===== config.mk =====
export PLATFORM = sky130hd
export DESIGN_NAME = rqt_ctrl
export DESIGN_NICKNAME = d
export VERILOG_FILES = /design/src/sv/rqt_pkg.sv /design/src/sv/rqt_ctrl.sv
export SDC_FILE = /design/constraint.sdc
export NUM_CORES = 1
export LEC_CHECK = 0
export BUFFER_PORTS_ARGS = -buffer_cell sky130_fd_sc_hd__buf_2
export CAP_MARGIN = 20
export CORE_AREA = 5 5 42 44
export DETAILED_ROUTE_END_ITERATION = 6
export DIE_AREA = 0 0 47 49
export PLACE_DENSITY = 0.3
export SKIP_CTS_REPAIR_TIMING = 1
export SLEW_MARGIN = 15
export SYNTH_ARGS = -nofsm -noshare
export SYNTH_HDL_FRONTEND = slang
export SYNTH_SLANG_ARGS = --single-unit

===== constraint.sdc =====
create_clock -name i_clk -period 1.15 [get_ports i_clk]
set_clock_uncertainty 0.1 [all_clocks]
set_input_delay 0.1725 -clock i_clk [delete_from_list [all_inputs] [get_ports i_clk]]
set_output_delay 0.1725 -clock i_clk [all_outputs]
set_load 0.005 [all_outputs]

===== src/sv/rqt_pkg.sv =====
// Shared types and constants for the quarter-turn frame rotator.
`timescale 1ns / 1ps

package rqt_pkg;

    localparam int PIXEL_BITS = 32;
    localparam int DIM_W      = 9;
    localparam int COORD_W    = 8;
    localparam int COUNT_W    = 2 * DIM_W;
    localparam int CFG_IDX_W  = 3;

    localparam logic [CFG_IDX_W-1:0] REG_IMAGE_WIDTH   = 3'd0;
    localparam logic [CFG_IDX_W-1:0] REG_IMAGE_HEIGHT  = 3'd1;
    localparam logic [CFG_IDX_W-1:0] REG_QUARTER_TURNS = 3'd2;
    localparam logic [CFG_IDX_W-1:0] REG_FIRST_ROW     = 3'd3;
    localparam logic [CFG_IDX_W-1:0] REG_END_ROW       = 3'd4;

    localparam logic [DIM_W-1:0] END_ROW_RESET = 9'd256;

    localparam logic FUNC_LOAD  = 1'b0;
    localparam logic FUNC_FETCH = 1'b1;

    typedef enum logic [2:0] {
        ST_IDLE = 3'b001,
        ST_READ = 3'b010,
        ST_PUT  = 3'b100
    } t_state;

    typedef struct packed {
        logic accept;
        logic read;
        logic out_load;
    } t_ctrl_cmd;

    typedef struct packed {
        logic emit;
        logic out_free;
    } t_ctrl_status;

endpackage


===== src/sv/rqt_ctrl.sv =====
// Controller state machine sequencing item acceptance, frame reads and result hand-off.
`timescale 1ns / 1ps

module rqt_ctrl
    import rqt_pkg::*;
(
    input  logic         i_clk,
    input  logic         i_rst_n,
    input  logic         i_in_valid,
    input  t_ctrl_status i_status,
    output t_ctrl_cmd    o_cmd,
    output logic         o_in_stall
);

    t_state r_state;
    t_state n_state;

    always_comb begin
        n_state = r_state;
        case (r_state)
            ST_IDLE: begin
                if (i_in_valid && i_status.emit) begin
                    n_state = ST_READ;
                end
            end
            ST_READ: begin
                n_state = ST_PUT;
            end
            ST_PUT: begin
                if (i_status.out_free) begin
                    n_state = ST_IDLE;
                end
            end
            default: begin
                n_state = ST_IDLE;
            end
        endcase
    end

    always_ff @(posedge i_clk) begin
        if (!i_rst_n) begin
            r_state <= ST_IDLE;
        end else begin
            r_state <= n_state;
        end
    end

    assign o_cmd.accept   = i_in_valid && (r_state == ST_IDLE);
    assign o_cmd.read     = (r_state == ST_READ);
    assign o_cmd.out_load = (r_state == ST_PUT) && i_status.out_free;
    assign o_in_stall     = (r_state != ST_IDLE);

endmodule


==> results.json, run 1 <==
{
  "startpoint": "r_state[1]$_SDFFE_PN0P_",
  "use_met1_pct": 4.17,
  "yosysSeqAreaShare_pct": 35.0,
  "drv_cap": 0,
  "drv_slew": 0,
  "final_common_cell": "buf_2",
  "yosysUniqueCellTypes": 14,
  "required_ns": 0.88,
  "area_growth_pct": 93.4,
  "failed_checks": "negative setup slack",
  "syn-mean-instance-area_um2": 9.52,
  "core-area_mm2": 0.00140,
  "antenna_cells": 0,
  "cts-root-buf": "clkbuf_4",
  "fin_nets": 41,
  "wl_per_cell_um": 8.88,
  "ys_ff_latch": 3,
  "grt.met2_usage_pct": 6.56,
  "hp-start": "i_rst_n",
  "synth_area_um2": 171,
  "gr-total-overflow": 0,
  "p_sw_share_pct": 22.3,
  "status": "finished, violations left",
  "final.period_utilization_pct": 116,
  "p_per_area_mw_per_mm2": 1060,
  "use_met3_pct": 1.11,
  "cts_tree": "yes",
  "min_path_type": "in2reg",
  "finalHoldViolCount": 0,
  "slew_headroom_pct": 83.7,
  "synth_top_area_share_pct": 35.0,
  "synthTopCellsByArea": "dfxtp_1, nor3b_2, and4bb_2, mux2i_1, nand4b_1",
  "vdd_drop_max_mv": 0.402,
  "seq_power_share_pct": 31.6,
  "grt_pass1_vias": 182,
  "grt_antenna_before_repair": 0,
  "critical_path.max_fanout": 5,
  "busiest_layer": "met4",
  "report.final.setup_viol": 4,
  "final_cell_mix": "buf_2, buf_4, clkbuf_4",
  "p_sw_uw": 78.5,
  "clkTransAtPathRegs_ns": 0.04,
  "worstMarginPinSlew_ns": 0.240,
  "cts_sinks": 3,
  "gp_congestion": 0.593,
  "critPathCaptureType": "output pin",
  "maxClockFrequency_ghz": 0.749,
  "r2r-start": "r_state[0]$_SDFFE_PN1P_",
  "die_height_um": 49,
  "internal_power_uw": 274,
  "period_needed_ns": 1.34,
  "setup_slack_ns": -0.186,
  "p_leak_uw": 0.000152,
  "cts_made_buffers": 3,
  "row_count": 14,
  "dr.pass1.iters": 4,
  "yosys_warnings": 0,
  "largestRegisters": "r_state (3)",
  "dp_hpwl_um": 332,
  "cts-htree-levels": 1,
  "final_antenna_net_count": 0,
  "layout-drive-gt1-share_pct": 77.1,
  "cp-start-kind": "register",
  "crit_arrival_ns": 1.06,
  "clockPowerShare_pct": 51.9,
  "fillers": 168,
  "setup_tns_ns": -0.529,
  "largest_reg_flops": 3,
  "clockBufferDepth": 2,
  "p_comb_share_pct": 16.5,
  "synth_largest_area_cell": "dfxtp_1",
  "die-area_mm2": 0.00230,
  "max_flop_register": "r_state",
  "drc": 0,
  "synth.net_count": 23,
  "vias": 188,
  "grt_max_degree": 8,
  "drt-total-wl_um": 453,
  "fin_util_pct": 23.7,
  "clk_latency_ns": 0.23,
  "start_util_pct": 12.2,
  "io_buffer_count": 8,
  "synthCells": 18,
  "drt_iter0_markers": 1,
  "grt.total_usage_pct": 4.64,
  "critPathKind": "reg2out",
  "chipWidth_um": 47,
  "pin_count": 9,
  "routed_via_density": 3.69,
  "grt_pass1_wl_um": 696,
  "rsz0062_at_grt": "yes"
}
## cells in the mapped netlist
cell      number
nor2_2         1
nand2b_1       1
nor4b_1        1
and4bb_2       1
nor2_1         2
mux2i_1        1
inv_2          1
nand4b_1       1
a21oi_1        1
nor3b_2        2
o21ai_1        1
and2_2         1
dfxtp_1        3
nand3_1        1
## kinds of logic after synthesis
family,share of synthesized area [%]
AOI/OAI and AO/OA,5.83
buffers and inverters,2.19
muxes,5.84
DFF,35.0
and+or+nand+nor,51.1
## critical path, cell delays in order (launching register included)
cell	delay (ns)
dfxtp_4	0.35
nor3b_4	0.22
and2_4	0.17
buf_6	0.08
## metal layers
metal	vias to the layer above	part of all wire, %
met4	0	4.2
met3	2	5.1
met1	83	32
met5	-	0
met2	4	58
li1	99	-
## worst paths after layout
kind	slack (ns)	cells past startpoint	end
min	0.05	2	r_state[0]$_SDFFE_PN1P_
max reg2reg	0.07	3	r_state[0]$_SDFFE_PN1P_
min reg2reg	0.41	2	r_state[2]$_SDFFE_PN0P_
max	-0.19	3	o_cmd[2]
## area by class of cell
type | count | area (um^2) | area share (%)
multi-input cells | 14 | 125 | 37.7
repair buffers | 13 | 90.1 | 27.2
flip-flops and latches | 3 | 66.3 | 20.0
clock buffers | 4 | 26.3 | 7.92
well taps | 16 | 20.0 | 6.04
inverters | 1 | 3.75 | 1.13
## power groups by stage
stage	Combinational (uW)	Clock [uW]	Sequential, uW
final	58.3	183	111
after global routing	63.9	200	112
after CTS	41.2	194	112
after detailed placement	41.1	0	114
after global placement	41.4	0	114
after floorplan	18.8	0	114
## through the flow
stage	cell area (um^2)	hold WS [ns]	power [uW]	setup WS, ns	cells
3_5_place_dp	254	0.298	155	0.0407	45
2_1_floorplan	171	0.152	132	0.139	18
4_1_cts	280	0.0475	348	-0.219	49
6_report	332	0.0461	353	-0.186	51
5_1_grt	332	0.0625	376	-0.227	51
3_3_place_gp	254	0.302	156	0.0235	45
(Power assumes the default switching activity.)
==> inputs of run 2 (changes only) <==
--- a/config.mk
+++ b/config.mk
@@ -7,10 +7,12 @@
 export LEC_CHECK = 0
 export BUFFER_PORTS_ARGS = -buffer_cell sky130_fd_sc_hd__buf_2
 export CAP_MARGIN = 20
+export CELL_PAD_IN_SITES_DETAIL_PLACEMENT = 1
+export CELL_PAD_IN_SITES_GLOBAL_PLACEMENT = 2
 export CORE_AREA = 5 5 42 44
 export DETAILED_ROUTE_END_ITERATION = 6
 export DIE_AREA = 0 0 47 49
-export PLACE_DENSITY = 0.3
+export PLACE_DENSITY = 0.43
 export SKIP_CTS_REPAIR_TIMING = 1
 export SLEW_MARGIN = 15
 export SYNTH_ARGS = -nofsm -noshare
==> results.json, run 2 (same netlist as run 1, synthesis figures left out) <==
{
  "status": "finished, violations left",
  "failed_checks": "negative setup slack",
  "die-area_mm2": 0.00230,
  "final_common_cell": "buf_2",
  "finalPower_uw": 359,
  "p_sw_uw": 82.9,
  "wl_per_cell_um": 11.0,
  "seq_power_share_pct": 31.3,
  "drt_iter0_markers": 0,
  "final_cell_mix": "buf_2, buf_4, clkbuf_4",
  "gr-total-overflow": 0,
  "grt.total_usage_pct": 6.05,
  "antenna_cells": 0,
  "fillers": 171,
  "p_leak_uw": 0.000160,
  "startpoint": "r_state[1]$_SDFFE_PN0P_",
  "required_ns": 0.88,
  "slew_headroom_pct": 88.5,
  "p_sw_share_pct": 23.1,
  "max_flop_register": "r_state",
  "drc": 0,
  "final.period_utilization_pct": 116,
  "routed_via_density": 3.81,
  "rsz0062_at_grt": "yes",
  "internal_power_uw": 276,
  "report.final.setup_viol": 4,
  "dr.pass1.iters": 1,
  "largest_reg_flops": 3,
  "cts_made_buffers": 3,
  "final_antenna_net_count": 0,
  "critical_path.max_fanout": 6,
  "crit_arrival_ns": 1.07,
  "gp_congestion": 0.706,
  "worstReg2RegEnd": "r_state[0]$_SDFFE_PN1P_",
  "row_count": 14,
  "grt_pass1_vias": 241,
  "pin_count": 9,
  "die_height_um": 49,
  "period_needed_ns": 1.34,
  "p_comb_share_pct": 17.5,
  "cts-htree-levels": 1,
  "reg2reg_depth": 4,
  "grt_max_degree": 8,
  "layout-drive-gt1-share_pct": 80.6,
  "grt_pass1_wl_um": 945,
  "cp-start-kind": "register",
  "drv_cap": 0,
  "start_util_pct": 12.2,
  "setup_slack_ns": -0.188,
  "min_path_type": "in2reg",
  "endpoint": "o_cmd[2]",
  "clkTransAtPathRegs_ns": 0.04,
  "area_growth_pct": 101,
  "finalHoldViolCount": 0,
  "io_buffer_count": 8,
  "worstMarginPinSlew_ns": 0.168,
  "critPathCaptureType": "output pin",
  "critPathKind": "reg2out",
  "clockBufferDepth": 2,
  "cts-root-buf": "clkbuf_4",
  "maxClockFrequency_ghz": 0.748,
  "dp_hpwl_um": 440,
  "drt-total-wl_um": 574,
  "r2r-start": "r_state[1]$_SDFFE_PN0P_",
  "largestRegisters": "r_state (3)",
  "drv_slew": 0,
  "clockPowerShare_pct": 51.3,
  "place_worst_setup_slack_ns": -0.0108,
  "clk_latency_ns": 0.23,
  "core-area_mm2": 0.00140,
  "setup_tns_ns": -0.594,
  "chipWidth_um": 47,
  "rrSetupSlack_ns": 0.02,
  "grt_antenna_before_repair": 0,
  "p_per_area_mw_per_mm2": 1040,
  "cts_tree": "yes",
  "vias": 198,
  "cts_sinks": 3,
  "fin_nets": 42,
  "vdd_drop_max_mv": 0.319
}
-- run 2: critical path, cell delays in order (launching register included) --
cell and delay, ns:
dfxtp_4 0.36, nor3b_4 0.22, and2_4 0.17, buf_6 0.08
-- run 2: worst min path at each step --
stage / start / endpoint / slack, ns / cells after the start
finish: i_rst_n / r_state[0]$_SDFFE_PN1P_ / 0.07 / 2
detailed placement: i_rst_n / r_state[0]$_SDFFE_PN1P_ / 0.32 / 2
global route: i_rst_n / r_state[0]$_SDFFE_PN1P_ / 0.06 / 2
global placement: i_rst_n / r_state[0]$_SDFFE_PN1P_ / 0.32 / 2
floorplan: i_rst_n / r_state[0]$_SDFFE_PN1P_ / 0.15 / 1
CTS: i_rst_n / r_state[0]$_SDFFE_PN1P_ / 0.07 / 2
-- run 2: cell type report --
cell class | count | area (um^2) | area share, %
multi-input combinational | 14 | 133 | 38.5
inverter | 1 | 3.75 | 1.09
clock buffer | 4 | 26.3 | 7.64
sequential | 3 | 66.3 | 19.3
timing repair buffer | 14 | 95.1 | 27.6
tap | 16 | 20.0 | 5.82
-- run 2: metrics by stage --
step	hold slack, ns	cells	util, %	cell area (um^2)
6_report	0.0684	52	24.6	344
5_1_grt	0.0588	52	24.6	344
4_1_cts	0.0727	49	20.0	280
3_5_place_dp	0.319	45	18.1	254
3_3_place_gp	0.324	45	18.1	254
2_1_floorplan	0.152	18	-	171
-- run 2: power groups by stage --
stage               combinational, uW  sequential, uW  clock [uW]
floorplan                        18.8             114           0
global placement                 43.6             114           0
detailed placement               43.2             114           0
CTS                              43.5             112         192
global route                     67.6             112         205
finish                           62.6             112         184
-- run 2: routing by layer --
metal  global-route usage [%]  wire (um)  vias to the layer above
met4                     6.91          0                        0
met2                     9.50        334                        3
li1                         -          -                      100
met5                        0          0                        -
met3                     1.48         12                        0
met1                     5.47        226                       95
